--- src/prq_pkg.sv ---
// Package for the priority ready queue: request codes, controller states, default sizes.
`timescale 1ns / 1ps
package prq_pkg;

	localparam int ID_W              = 8;
	localparam int REQ_W             = 2;
	localparam int DEF_QUEUE_DEPTH   = 32;
	localparam int DEF_PRIORITY_BITS = 6;

	typedef enum logic [REQ_W-1:0] {
		REQ_INSERT   = 2'd0,
		REQ_DISPATCH = 2'd1,
		REQ_YIELD    = 2'd2,
		REQ_CHECK    = 2'd3
	} req_t;

	typedef enum logic [2:0] {
		ST_IDLE,
		ST_INS,
		ST_PLACE,
		ST_RD,
		ST_FRONT,
		ST_DONE
	} state_t;

endpackage

--- src/prq_mem.sv ---
// Single-port-write, single-port-read synchronous RAM holding the queue entries.
`timescale 1ns / 1ps
module prq_mem #(
	parameter int DEPTH = 32,
	parameter int WIDTH = 14
) (
	input  logic                     clk,
	input  logic                     we,
	input  logic [$clog2(DEPTH)-1:0] waddr,
	input  logic [WIDTH-1:0]         wdata,
	input  logic                     re,
	input  logic [$clog2(DEPTH)-1:0] raddr,
	output logic [WIDTH-1:0]         rdata
);

	logic [WIDTH-1:0] mem_q [DEPTH];

	always_ff @(posedge clk) begin
		if (we) begin
			mem_q[waddr] <= wdata;
		end
	end

	// read-before-write on the same address; the controller never relies on it
	always_ff @(posedge clk) begin
		if (re) begin
			rdata <= mem_q[raddr];
		end
	end

endmodule

--- src/priority_ready_queue_unit.sv ---
// Top level of the priority ready queue: request controller around the entry RAM.
`timescale 1ns / 1ps
// The queue holds up to QUEUE_DEPTH {thread id, priority} words, sorted by
// descending priority and first-in first-out among equal priorities. A request
// is taken when start is high and busy is low; exactly one result word follows,
// shown for a single cycle with done high, and the receiver cannot stall it.
// Entries live in one synchronous RAM with one read and one write per cycle and
// a registered read port, kept as a ring with a head pointer so a pop never
// moves data. A dispatch or a preemption check that reads the front goes
// through ST_RD, which reads the front, ST_FRONT, which uses it, and ST_DONE.
// An insert walks back from the tail, moving one lower-priority entry up per
// cycle while reading the next one, until it meets an entry of equal or higher
// priority or reaches the front. A yield is an insert followed by a read of the
// front, or the read alone while idle runs. A full queue drops the insert, flags
// overflow and costs no walk. Requests that need no RAM read (an insert into an
// empty or a full queue, a dispatch on an empty queue, a check on an empty
// queue or while idle runs) go from ST_IDLE straight to ST_DONE. No clearing
// pass runs after reset: only entries below the fill count are ever read.
module priority_ready_queue_unit
	import prq_pkg::*;
#(
	parameter int QUEUE_DEPTH   = DEF_QUEUE_DEPTH,
	parameter int PRIORITY_BITS = DEF_PRIORITY_BITS
) (
	input  logic                             clk,
	input  logic                             arst_n,
	input  logic                             start,
	output logic                             busy,
	input  logic [REQ_W-1:0]                 req_type,
	input  logic [ID_W-1:0]                  thread_id,
	input  logic [PRIORITY_BITS-1:0]         priority_req,
	input  logic                             current_is_idle,
	output logic                             done,
	output logic [ID_W-1:0]                  next_id,
	output logic [PRIORITY_BITS-1:0]         next_priority,
	output logic                             idle_selected,
	output logic                             should_yield,
	output logic                             overflow,
	output logic [$clog2(QUEUE_DEPTH+1)-1:0] queue_count
);

	localparam int AW = $clog2(QUEUE_DEPTH);
	localparam int CW = $clog2(QUEUE_DEPTH + 1);
	localparam int EW = ID_W + PRIORITY_BITS;
	localparam logic [AW:0]   DEPTH_W = (AW+1)'(QUEUE_DEPTH);
	localparam logic [CW-1:0] FULL_C  = CW'(QUEUE_DEPTH);
	localparam logic [AW-1:0] LAST_A  = AW'(QUEUE_DEPTH - 1);

	// Map a position in the queue (0 = front) onto a RAM address of the ring.
	function automatic logic [AW-1:0] phys(input logic [AW-1:0] head,
	                                       input logic [AW-1:0] pos);
		logic [AW:0] s;
		s = {1'b0, head} + {1'b0, pos};
		if (s >= DEPTH_W) begin
			s = s - DEPTH_W;
		end
		return s[AW-1:0];
	endfunction

	state_t                 state_q, state_d;
	logic [CW-1:0]          count_q, count_d;
	logic [AW-1:0]          head_q, head_d;
	logic [AW-1:0]          pos_q, pos_d;
	req_t                   req_q, req_d;
	logic [ID_W-1:0]        tid_q, tid_d;
	logic [PRIORITY_BITS-1:0] prio_q, prio_d;
	logic [ID_W-1:0]        nid_q, nid_d;
	logic [PRIORITY_BITS-1:0] nprio_q, nprio_d;
	logic                   idle_sel_q, idle_sel_d;
	logic                   yield_q, yield_d;
	logic                   ovf_q, ovf_d;

	logic                   accept;
	logic                   full;
	logic                   mem_we, mem_re;
	logic [AW-1:0]          mem_waddr, mem_raddr;
	logic [EW-1:0]          mem_wdata, mem_rdata;
	logic [PRIORITY_BITS-1:0] rd_prio;
	logic [ID_W-1:0]        rd_id;
	req_t                   req_in;

	prq_mem #(
		.DEPTH(QUEUE_DEPTH),
		.WIDTH(EW)
	) u_mem (
		.clk   (clk),
		.we    (mem_we),
		.waddr (mem_waddr),
		.wdata (mem_wdata),
		.re    (mem_re),
		.raddr (mem_raddr),
		.rdata (mem_rdata)
	);

	assign busy    = (state_q != ST_IDLE);
	assign accept  = start && !busy;
	assign full    = (count_q == FULL_C);
	assign rd_prio = mem_rdata[PRIORITY_BITS-1:0];
	assign rd_id   = mem_rdata[EW-1:PRIORITY_BITS];
	assign req_in  = req_t'(req_type);

	// Result word: registers are loaded during the request, shown in ST_DONE.
	assign done          = (state_q == ST_DONE);
	assign next_id       = nid_q;
	assign next_priority = nprio_q;
	assign idle_selected = idle_sel_q;
	assign should_yield  = yield_q;
	assign overflow      = ovf_q;
	assign queue_count   = count_q;

	always_comb begin
		state_d    = state_q;
		count_d    = count_q;
		head_d     = head_q;
		pos_d      = pos_q;
		req_d      = req_q;
		tid_d      = tid_q;
		prio_d     = prio_q;
		nid_d      = nid_q;
		nprio_d    = nprio_q;
		idle_sel_d = idle_sel_q;
		yield_d    = yield_q;
		ovf_d      = ovf_q;
		mem_we     = 1'b0;
		mem_waddr  = phys(head_q, pos_q);
		mem_wdata  = {tid_q, prio_q};
		mem_re     = 1'b0;
		mem_raddr  = head_q;

		unique case (state_q)
			ST_IDLE: begin
				if (accept) begin
					req_d      = req_in;
					tid_d      = thread_id;
					prio_d     = priority_req;
					nid_d      = '0;
					nprio_d    = '0;
					idle_sel_d = 1'b0;
					yield_d    = 1'b0;
					ovf_d      = 1'b0;
					unique case (req_in) inside
						REQ_INSERT, REQ_YIELD: begin
							if (req_in == REQ_YIELD && current_is_idle) begin
								// idle thread yields: dispatch only
								if (count_q == '0) begin
									idle_sel_d = 1'b1;
									state_d    = ST_DONE;
								end else begin
									state_d = ST_RD;
								end
							end else if (full) begin
								// drop the insert; a yield still dispatches
								ovf_d   = 1'b1;
								state_d = (req_in == REQ_YIELD) ? ST_RD : ST_DONE;
							end else if (count_q == '0) begin
								// empty queue: place at the front right away
								mem_we    = 1'b1;
								mem_waddr = head_q;
								mem_wdata = {thread_id, priority_req};
								count_d   = count_q + 1'b1;
								state_d   = (req_in == REQ_YIELD) ? ST_RD : ST_DONE;
							end else begin
								// start the walk at the tail
								pos_d     = count_q[AW-1:0];
								mem_re    = 1'b1;
								mem_raddr = phys(head_q, count_q[AW-1:0] - 1'b1);
								state_d   = ST_INS;
							end
						end
						REQ_DISPATCH: begin
							if (count_q == '0) begin
								idle_sel_d = 1'b1;
								state_d    = ST_DONE;
							end else begin
								state_d = ST_RD;
							end
						end
						REQ_CHECK: begin
							state_d = (current_is_idle || count_q == '0) ? ST_DONE : ST_RD;
						end
						default: begin
							state_d = ST_DONE;
						end
					endcase
				end
			end
			ST_INS: begin
				if (rd_prio < prio_q) begin
					// move the lower-priority entry one place back
					mem_we    = 1'b1;
					mem_wdata = mem_rdata;
					pos_d     = pos_q - 1'b1;
					if (pos_q == AW'(1)) begin
						state_d = ST_PLACE;
					end else begin
						mem_re    = 1'b1;
						mem_raddr = phys(head_q, pos_q - AW'(2));
					end
				end else begin
					// slot found behind an entry of equal or higher priority
					mem_we  = 1'b1;
					count_d = count_q + 1'b1;
					state_d = (req_q == REQ_YIELD) ? ST_RD : ST_DONE;
				end
			end
			ST_PLACE: begin
				mem_we  = 1'b1;
				count_d = count_q + 1'b1;
				state_d = (req_q == REQ_YIELD) ? ST_RD : ST_DONE;
			end
			ST_RD: begin
				mem_re    = 1'b1;
				mem_raddr = head_q;
				state_d   = ST_FRONT;
			end
			ST_FRONT: begin
				if (req_q == REQ_CHECK) begin
					yield_d = (rd_prio > prio_q);
				end else begin
					// pop the front entry
					nid_d   = rd_id;
					nprio_d = rd_prio;
					head_d  = (head_q == LAST_A) ? '0 : head_q + 1'b1;
					count_d = count_q - 1'b1;
				end
				state_d = ST_DONE;
			end
			ST_DONE: begin
				state_d = ST_IDLE;
			end
			default: begin
				state_d = ST_IDLE;
			end
		endcase
	end

	always_ff @(posedge clk or negedge arst_n) begin
		if (!arst_n) begin
			state_q <= ST_IDLE;
			count_q <= '0;
			head_q  <= '0;
		end else begin
			state_q <= state_d;
			count_q <= count_d;
			head_q  <= head_d;
		end
	end

	always_ff @(posedge clk) begin
		pos_q      <= pos_d;
		req_q      <= req_d;
		tid_q      <= tid_d;
		prio_q     <= prio_d;
		nid_q      <= nid_d;
		nprio_q    <= nprio_d;
		idle_sel_q <= idle_sel_d;
		yield_q    <= yield_d;
		ovf_q      <= ovf_d;
	end

`ifndef SYNTHESIS
	// The fill count never passes the capacity.
	a_count_range: assert property (@(posedge clk) disable iff (!arst_n)
		count_q <= FULL_C)
		else $error("queue count above capacity");

	// A dropped insert only happens on a full queue, and a yield then leaves it one short.
	a_ovf_full: assert property (@(posedge clk) disable iff (!arst_n)
		(done && overflow) |-> (queue_count == FULL_C || queue_count == FULL_C - 1'b1))
		else $error("overflow reported with room in the queue");

	// Idle is selected only when the queue is and stays empty.
	a_idle_empty: assert property (@(posedge clk) disable iff (!arst_n)
		(done && idle_selected) |-> (queue_count == '0 && next_id == '0))
		else $error("idle selected with a non-empty queue");

	// The walk never steps past the front.
	a_walk_pos: assert property (@(posedge clk) disable iff (!arst_n)
		(state_q == ST_INS) |-> (pos_q != '0))
		else $error("insert walk reached position zero");

	// An accepted request keeps the unit busy on the next cycle.
	a_accept_busy: assert property (@(posedge clk) disable iff (!arst_n)
		accept |=> busy)
		else $error("request accepted without going busy");
`endif

endmodule

--- config.mk ---
export PLATFORM = sky130hd
export DESIGN_NAME = priority_ready_queue_unit
export DESIGN_NICKNAME = d
export VERILOG_FILES = /design/src/prq_pkg.sv /design/src/prq_mem.sv /design/src/priority_ready_queue_unit.sv
export SDC_FILE = /design/constraint.sdc
export NUM_CORES = 1
export LEC_CHECK = 0
export BUFFER_PORTS_ARGS = -buffer_cell sky130_fd_sc_hd__buf_4
export CORE_AREA = 2 2 202 204
export CTS_CLUSTER_DIAMETER = 100
export DETAILED_ROUTE_END_ITERATION = 10
export DIE_AREA = 0 0 204 206
export PLACE_DENSITY = 0.84
export SLEW_MARGIN = 15
export SYNTH_ARGS = -nofsm -noshare
export SYNTH_HDL_FRONTEND = slang
export SYNTH_HIERARCHICAL = 1
export SYNTH_SLANG_ARGS = --single-unit
--- constraint.sdc ---
create_clock -name clk -period 3.61 [get_ports clk]
set_input_delay 0.1805 -clock clk [delete_from_list [all_inputs] [get_ports clk]]
set_output_delay 0.1805 -clock clk [all_outputs]
set_load 0.01 [all_outputs]
# Word level (Yosys, flattened, before mapping)
# Memory sizes are Yosys's and may differ from the RTL's. A register that Yosys moved wholly into a read port is not among the register bits.
# Cells that the tools add are included.
# Widths: inputs -> output; s select.
dict set report word_totals {
  register_bits 52
  mem_bits_rw 448
  input_bits 20
  output_inout_bits 25
  wordCells 157
  memories 1
}
dict set report classes {
  n_addsub 12
  n_lt_le_gt_ge 5
  n_eq_ne 24
  muxes 80
  bitwise 2
  reduce_logical 21
}
# memory words word_bits rd rd_clocked_by_memory_dff write_ports line_no
set memory_table {}
lappend memory_table {u_mem.mem_q 32 14 1 1 1 prq_mem.sv:16} ;# logic [WIDTH-1:0] mem_q [DEPTH];
# op n
set ops {}
lappend ops {{$mux 5} 23}
lappend ops {{$mux 14} 6}
lappend ops {{$mux 6} 9}
lappend ops {{$mux 3} 10}
lappend ops {{$pmux 14 s2} 1}
lappend ops {{$sub 5x1->5 const B} 5}
lappend ops {{$pmux 6 s4} 1}
lappend ops {{$pmux 5 s2} 2}
lappend ops {{$add 5x5->6} 3}
lappend ops {{$ge 6x6->1 const B} 3}
lappend ops {{$mux 1} 18}
lappend ops {{$ne 2x2->1 const B} 9}
lappend ops {{$mux 8} 2}
lappend ops {{$pmux 8 s2} 1}
lappend ops {{$pmux 3 s5} 1}
lappend ops {{$pmux 6 s2} 1}
lappend ops {{$pmux 3 s3} 1}
lappend ops {{$eq 2x2->1 const B} 4}
lappend ops {{$reduce_and 8->1} 1}
lappend ops {{$reduce_and 7->1} 1}
lappend ops {{$add 6x1->6 const B} 1}
lappend ops {{$eq 3x2->1 const B} 2}
lappend ops {{$eq 3x3->1 const B} 2}
lappend ops {{$eq 6x6->1 const B} 1}
lappend ops {{other kinds (26)} 36}

# Depth between registers and ports, before layout
# Gate-level depths: netlist of run 1.
dict set report logic_depth {
  word_depth 10
  depth_mapped 17
  ltp_nobuf 14
}

# Hierarchy
# Netlist of run 1, hierarchy kept.
# mod instances cells_per_inst area_per_inst_um2 seq_area_each_um2
set modules_own_cells {}
lappend modules_own_cells {prq_mem 1 1006 18151.2 13873.3}
lappend modules_own_cells {priority_ready_queue_unit 1 359 3595.9 1491.4}

# Worst setup path before layout of run 1
# No wires, ideal clock.
dict set report synth_timing {
  path_kind {register to register}
  start {reg count_q[0], in the netlist queue_count[0]}
  end {mem u_mem.mem_q[28][0] (enable)}
  setup_time_ps 384
  arrival_ps 3396
  required_ps 3226
  path_slack_ps -170
  path_stages_with_launch 11
  path_buffers 2
  period_less_slack_ps 3780
  cell_sequence {dfrtp_1 -> inv_1 -> ha_1 -> or4b_4 -> or2_2 -> nor2_1 -> buf_2 -> o21ai_0 -> or3b_2 -> clkbuf_1 -> nor2_1}
}
dict set report synth_between {
  word_cells_on_any_way 16
  cone_classes {eq/ne: 1; mux: 14; reduce/logical: 1}
}
# element line_no
set synth_lines {}
lappend synth_lines {{from (decl)} priority_ready_queue_unit.sv:61} ;# logic [CW-1:0] count_q, count_d;
lappend synth_lines {{from (signal assigned)} priority_ready_queue_unit.sv:244} ;# count_q <= count_d;
lappend synth_lines {{$logic_not 6->1} priority_ready_queue_unit.sv:155} ;# end else if (count_q == '0) begin
lappend synth_lines {{$mux 5} priority_ready_queue_unit.sv:155}
lappend synth_lines {{$mux 5 (*)} priority_ready_queue_unit.sv:151} ;# end else if (full) begin
lappend synth_lines {{$mux 5 (*)} priority_ready_queue_unit.sv:143} ;# if (req_in == REQ_YIELD && current_is_idle) begin
lappend synth_lines {{$mux 5 (*)} priority_ready_queue_unit.sv:141} ;# unique case (req_in) inside
lappend synth_lines {{$mux 5 (*)} priority_ready_queue_unit.sv:132} ;# if (accept) begin
lappend synth_lines {{$mux 5 (*)} priority_ready_queue_unit.sv:130} ;# unique case (state_q)
lappend synth_lines {{via mem_waddr[1]} priority_ready_queue_unit.sv:76} ;# logic [AW-1:0] mem_waddr, mem_raddr;
lappend synth_lines {{to (decl)} prq_mem.sv:16}
# Mark *: on every way through the listed nets, which the timed path passes. The rest lies on a longest branch.

# Worst setup path after layout of run 1
dict set report layout_timing {
  start {reg u_mem.rdata[4], read port of u_mem.mem_q}
  end {reg u_mem.rdata[5], read port of u_mem.mem_q, data pin}
}
dict set report layout_between {
  elab_chain_cells 3
  word_cells_on_any_way 5
  cone_classes {order compare: 1; mux: 4}
}
# element line_no
set layout_lines {}
lappend layout_lines {{from (decl)} prq_mem.sv:13} ;# output logic [WIDTH-1:0] rdata
lappend layout_lines {{$lt 6x6->1} priority_ready_queue_unit.sv:188} ;# if (rd_prio < prio_q) begin
lappend layout_lines {{$mux 5} priority_ready_queue_unit.sv:188}
lappend layout_lines {{$pmux 5 s2} priority_ready_queue_unit.sv:130}
lappend layout_lines {{via mem_raddr[0]} priority_ready_queue_unit.sv:76}
# The timed path passes the listed nets, and every way through them passes these cells.
# A chain may end at the register's enable or synchronous reset.

==> results of run 1 <==
## state kept, by name, summed over array words and instances, names as in the netlist, 2 cells and up
register / count
u_mem/mem_q: 448
u_mem/rdata: 14
next_id: 8
tid_q: 8
next_priority: 6
prio_q: 6
queue_count: 6
head_q: 5
pos_q: 5
state_q: 3
req_q: 2
## layout make-up
type / count / share of cell area (%)
sequential: 514 / 59.93
multi-input combinational: 749 / 23.66
timing repair buffer: 209 / 7.389
clock buffer: 61 / 4.876
tap: 532 / 2.597
clock inverter: 25 / 1.088
inverter: 31 / 0.4539
## how the worst max path moves through the flow
stage,start,end,depth (start not counted)
final,u_mem/rdata[4],u_mem/rdata[5],14
after floorplan,queue_count[0],u_mem/mem_q[28][0],10
after global placement,u_mem/rdata[4],u_mem/rdata[5],12
after global routing,u_mem/rdata[4],u_mem/rdata[5],14
after CTS,queue_count[1],u_mem/rdata[0],16
after detailed placement,u_mem/rdata[4],u_mem/rdata[13],12
## critical path, delay by kind of cell (launching register included)
| kind | cells | cell delay (ps) |
|---|---|---|
| flip-flops | 1 | 470 |
| multiplexers | 1 | 230 |
| adder cells (fa/ha/maj) | 1 | 250 |
| buffers and inverters | 4 | 670 |
| AND/OR/NAND/NOR | 3 | 500 |
| AO/OA/AOI/OAI | 5 | 1220 |
## per-layer routing
layer / part of all wire, % / global-route usage (%) / up-vias
met1: 36 / 32.75 / 6623
li1: - / - / 5684
met3: 11 / 4.210 / 216
met2: 48 / 41.25 / 956
met4: 5.5 / 12.66 / 0
met5: 0 / 0 / -
## per-stage QoR
stage	hold slack, ps	cell area, µm²	setup WS (ps)
2_1_floorplan	-115.1	21750	-170.1
3_3_place_gp	43.31	23350	-105.9
3_5_place_dp	43.50	23350	-159.0
4_1_cts	69.91	25130	7.879
5_1_grt	149.9	25640	-104.9
6_report	108.7	25640	-31.12
## cells by family after synthesis
logic type,after synthesis,share of synthesized area (%)
and+or+nand+nor,236,5.472
muxes,234,10.83
AOI/OAI and AO/OA,222,6.858
adders and majority gates,32,1.979
DFF,514,70.65
xor gates and xnor gates,25,1.007
buffers and inverters,102,3.205
## Yosys cell counts (15+ instances only)
library cell	number
nor2_1	55
buf_6	16
nand4_1	16
inv_1	31
ha_1	28
nand3_1	37
clkbuf_1	15
mux2i_1	227
a31oi_1	16
o21ai_0	36
a22oi_1	71
and3_1	15
nand2_1	56
a22o_1	31
a21oi_1	44
buf_2	26
edfxtp_1	500
nor3_1	19
## repair_timing
item | in CTS | in global routing
resized for setup | 8 | 53
hold buffers | 18 | 0
buffers inserted | 4 | 14
pin swaps | 1 | 24
endpoints found under the hold margin | 30 | 0
setup endpoints to repair | 39 | 182
gates cloned | 0 | 6
==> results.yml, run 1 <==
outcome:
  result_of_the_run: "finished with violations"
  failed_checks: "setup timing"
floorplanning:
  design.core.area_um2: 40180
  floorplan.die.height_um: 206
  floorplan.initialDensity_pct: 54.12
  design.die.area_um2: 42020
  die_w_um: 204
  ios: 45
  core.rowCount: 74
placed_design:
  place.detailed.hpwl_um: 32460
  placement.io_buffers: 44
  gpl.final_weighted_congestion: 0.8845
  dp_cells: 1993
timing:
  grt_setup_unrepaired: "yes"
  worst_slack_ps: -31.12
  fin_worst_skew_ps: 26.90
  finalCriticalPeriod_ps: 3641
  pin_slew_with_the_least_headroom_to_its_limit_ps: 742.9
  setup_viol: 4
  timing_hold_violations_final: 0
  slew_headroom_pct: 49.95
  maxClockFrequency_mhz: 274.6
  maxSlewViolCount: 0
  setup_tns_ps: -96.51
  final_min_period_over_clock_period_pct: 100.9
grt:
  grtUsageTotal_pct: 25.16
  antenna_found_initial: 0
  grt_pass1_vias: 13095
  grt_max_degree: 43
  grt_first_pass_wirelength_um: 79090
  global_route.overflow_total: 0
synth:
  synth_top_flop_cell: "edfxtp_1"
  syn-num-nets: 1417
  synth_cells: 1365
  synthesis.area_um2: 21750
  synth_edf_count: 500
  synth_top_cells_by_area: "edfxtp_1 (69%), mux2i_1 (10%), a22oi_1 (2.5%)"
  seq_area_frac_synth_pct: 70.65
  synth_seq_cells: 514
  yosysWarnings: 6
  area_share_of_the_largest_cell_type_after_synthesis_pct: 69.04
  synthDistinctLibCells: 60
  syn_avg_cell_area_um2: 15.93
  async_reset_ff_share_pct: 2.724
  yosysTopAreaCell: "edfxtp_1"
min_path:
  worst_min_delay_path_class: "in -> reg"
  whs_path_depth: 5
  worst_case_hold_path_end_point: "state_q[0]"
  min_from: "start"
critical_path:
  timing.critical_path.required_ps: 3920
  path_max_fanout: 14
  critPathCaptureType: "flip-flop"
  critical_path_class: "reg -> reg"
  timing.critical_path.slowest_cell_delay_ps: 470
  type_of_element_launching_the_critical_path: "flip-flop"
  crit_arrival_ps: 3950
  cpMaxStageDelayCell: "edfxtp_1"
  worst_path_cell_trace: "ha_4 > a21o_1 > a211o_4 > nor3_4 > buf_4 > nor2_1 > a21o_4 > buf_12 > buf_4 > clkbuf_16 > mux2i_2 > a22oi_2 > a31oi_2 > nand3_1"
  worst_r2r_startpoint: "u_mem/rdata[4]"
  path_common_cell: "buf_4"
  timing.reg2reg.setup_slack_ps: -30
  r2r-end: "u_mem/rdata[5]"
  reg2regPathDepth: 14
detailed_routing:
  detailedRoute.firstPassIterationCount: 6
  drt_drc_violations_left: 0
  detailedRoute.firstIterationViolations: 1914
  antenna_violating_nets_post_route: 0
  route.vias.total: 13479
  drt-wirelength-per-cell_um: 26.25
  route.final.wire_length_um: 55690
  route.detailed.vias_per_inst: 6.355
clock_tree:
  worstSkewPairLatency_ps: 590
  cts_tree: "done"
  number_of_buffers_created_by_cts: 48
  cts-htree-levels: 2
  clock_sink_count: 514
  clkSlewWorstSetupHoldPaths_ps: 70
  root_buffer: "clkbuf_16"
  ctsLongestPathBuffers: 3
flow_run:
  cap_viol_max_count: 0
cells_and_area:
  layout_common_cells: "edfxtp_1 (500), mux2i_1 (219), buf_4 (168)"
  layout.core_utilization_pct: 63.80
  fill_cells: 2567
  flow.area_growth_from_synthesis_pct: 17.88
  area_of_the_multi_input_gates_um2: 6066
  diodes: 0
  register_area_um2: 15360
  instances_no_fill: 2121
  mostFrequentLayoutCell: "edfxtp_1"
  finish.net_count: 1605
  post_route_cells_drive_above_1_share_pct: 22.03
Power of run 1 is not shown: default switching activity piles up to over one toggle a cycle in this logic, so the estimate is an artifact.
==> inputs of run 2 (changes only) <==
--- a/config.mk
+++ b/config.mk
@@ -10,6 +10,7 @@
 export CTS_CLUSTER_DIAMETER = 100
 export DETAILED_ROUTE_END_ITERATION = 10
 export DIE_AREA = 0 0 204 206
+export MAX_ROUTING_LAYER = met4
 export PLACE_DENSITY = 0.84
 export SLEW_MARGIN = 15
 export SYNTH_ARGS = -nofsm -noshare
==> run 2 against run 1 <==
Net effect: the flow still finishes with violations (setup timing); clock-buffer cell count unchanged; wire length rose by 3.7%; critical path type unchanged; utilization grew 0.46 points; die area is the same; critical endpoint is now u_mem/rdata[8]; cell count rose by 0.28%; fmax down 5.4%.
==> results.yml, run 2 (synthesized netlist as in run 1, its figures left out) <==
floorplanning:
  floorplan.initialDensity_pct: 54.12
  core.rowCount: 74
  design.core.area_um2: 40180
  ios: 45
  design.die.area_um2: 42020
  floorplan.die.height_um: 206
  die_w_um: 204
placed_design:
  placement.setup.worst_slack_ps: -159.0
  dp_cells: 1993
  placement.io_buffers: 44
  gpl.final_weighted_congestion: 0.8993
  place.detailed.hpwl_um: 32460
cells_and_area:
  largest_register: "u_mem/mem_q"
  flow.area_growth_from_synthesis_pct: 18.73
  layout.core_utilization_pct: 64.25
  fill_cells: 2534
  register_area_um2: 15360
  post_route_cells_drive_above_1_share_pct: 22.26
  diodes: 0
  instances_no_fill: 2127
  layout_common_cells: "edfxtp_1 (500), mux2i_1 (221), buf_4 (164)"
  reg.largest.list: "u_mem/mem_q: 448 flops, u_mem/rdata: 14 flops"
  finish.net_count: 1611
  mostFrequentLayoutCell: "edfxtp_1"
  area_of_the_multi_input_gates_um2: 6085
  largest_reg_flops: 448
timing:
  slew_headroom_pct: 42.48
  timing_hold_violations_final: 0
  maxClockFrequency_mhz: 259.9
  final_min_period_over_clock_period_pct: 106.6
  worst_slack_ps: -237.6
  finalCriticalPeriod_ps: 3848
  fin_worst_skew_ps: 30.65
  whs_ps: 107.5
  maxSlewViolCount: 0
  setup_viol: 66
  pin_slew_with_the_least_headroom_to_its_limit_ps: 861.8
critical_path:
  crit_arrival_ps: 4130
  critical_path_class: "reg -> reg"
  type_of_element_launching_the_critical_path: "flip-flop"
  critPathCaptureType: "flip-flop"
  worst_path_cell_trace: "inv_2 > ha_4 > a21o_1 > a211o_4 > nor3_4 > buf_6 > nor2_2 > a21o_4 > buf_12 > buf_12 > buf_12 > mux2i_1 > a21oi_1 > a31oi_1 > nand3_1"
  worstPathBufferInverterCount: 5
  critical-path-top-delay-family: "compound AO/OA/AOI/OAI gates"
  timing.critical_path.required_ps: 3890
  path_max_fanout: 16
  path_common_cell: "buf_12"
  timing.critical_path.slowest_cell_delay_ps: 420
  cpMaxStageDelayCell: "edfxtp_1"
outcome:
  result_of_the_run: "finished with violations"
  failed_checks: "setup timing"
detailed_routing:
  drt-wirelength-per-cell_um: 27.14
  detailedRoute.firstPassIterationCount: 8
  detailedRoute.firstIterationViolations: 2046
  route.vias.total: 13679
  route.final.wire_length_um: 57740
  drt_drc_violations_left: 0
  route.detailed.vias_per_inst: 6.431
  antenna_violating_nets_post_route: 0
grt:
  grtUsageTotal_pct: 25.94
  grt_first_pass_wirelength_um: 79100
  antenna_found_initial: 0
  global_route.overflow_total: 0
  grt_max_degree: 43
  grt_pass1_vias: 13109
clock_tree:
  clkSlewWorstSetupHoldPaths_ps: 70
  cts_tree: "done"
  worstSkewPairLatency_ps: 580
  number_of_buffers_created_by_cts: 48
  ctsLongestPathBuffers: 3
  root_buffer: "clkbuf_16"
  cts-htree-levels: 2
  clock_sink_count: 514
min_path:
  worst_min_delay_path_class: "in -> reg"
flow_run:
  cap_viol_max_count: 0
[run 2: changes by cell type in the layout (fill, tap and decap cells not counted), sizes merged]
cell and change:
buf +3, clkbuf +3
[run 2: tightest hold or removal path, delay by kind of cell]
kind | cells | cell delay, ps
compound gates | 1 | 80
buf+inv | 1 | 160
simple gates | 3 | 220
[run 2: per-stage QoR]
| stage | setup TNS, ps | instance area, µm² |
|---|---|---|
| finish | -2146 | 25820 |
| global route | -6196 | 25820 |
| CTS | 0 | 25130 |
| detailed placement | -1769 | 23350 |
| global placement | -1060 | 23350 |
| floorplan | -32500 | 21750 |
[run 2: per-layer routing]
metal | part of all wire (%) | track usage (%) | up-vias
li1 | - | - | 5697
met2 | 48 | 41.80 | 1093
met5 | 0 | - | -
met1 | 35 | 32.78 | 6655
met4 | 5.0 | 11.54 | 0
met3 | 12 | 4.194 | 234
[run 2: layout make-up]
| class | count | share of cell area [%] |
|---|---|---|
| clock buffers | 61 | 4.841 |
| clock inverters | 25 | 1.081 |
| inverters | 31 | 0.4507 |
| multi-input cells | 749 | 23.57 |
| flip-flops and latches | 514 | 59.51 |
| well taps | 532 | 2.578 |
| repair buffers | 215 | 7.976 |
[run 2: final timing paths]
check	from	endpoint	slack, ps	cells after the start
worst min register to register	queue_count[2]	queue_count[2]	570	2
min in group asynchronous	arst_n	state_q[1]	750	3
worst max-delay path	prio_q[4]	u_mem/rdata[8]	-240	15
worst min-delay path	start	state_q[0]	110	5
max in group asynchronous	arst_n	queue_count[4]	2390	3
worst max register to register	prio_q[4]	u_mem/rdata[8]	-240	15
[run 2: repair_timing]
action | in CTS | in global routing
hold buffers | 18 | 0
pin swaps | 1 | 23
endpoints found under the setup margin | 39 | 181
hold endpoints to repair | 30 | 0
buffers inserted | 4 | 18
cloned | 0 | 8
resized for setup | 8 | 62
Power of run 2 is left out for the same reason.
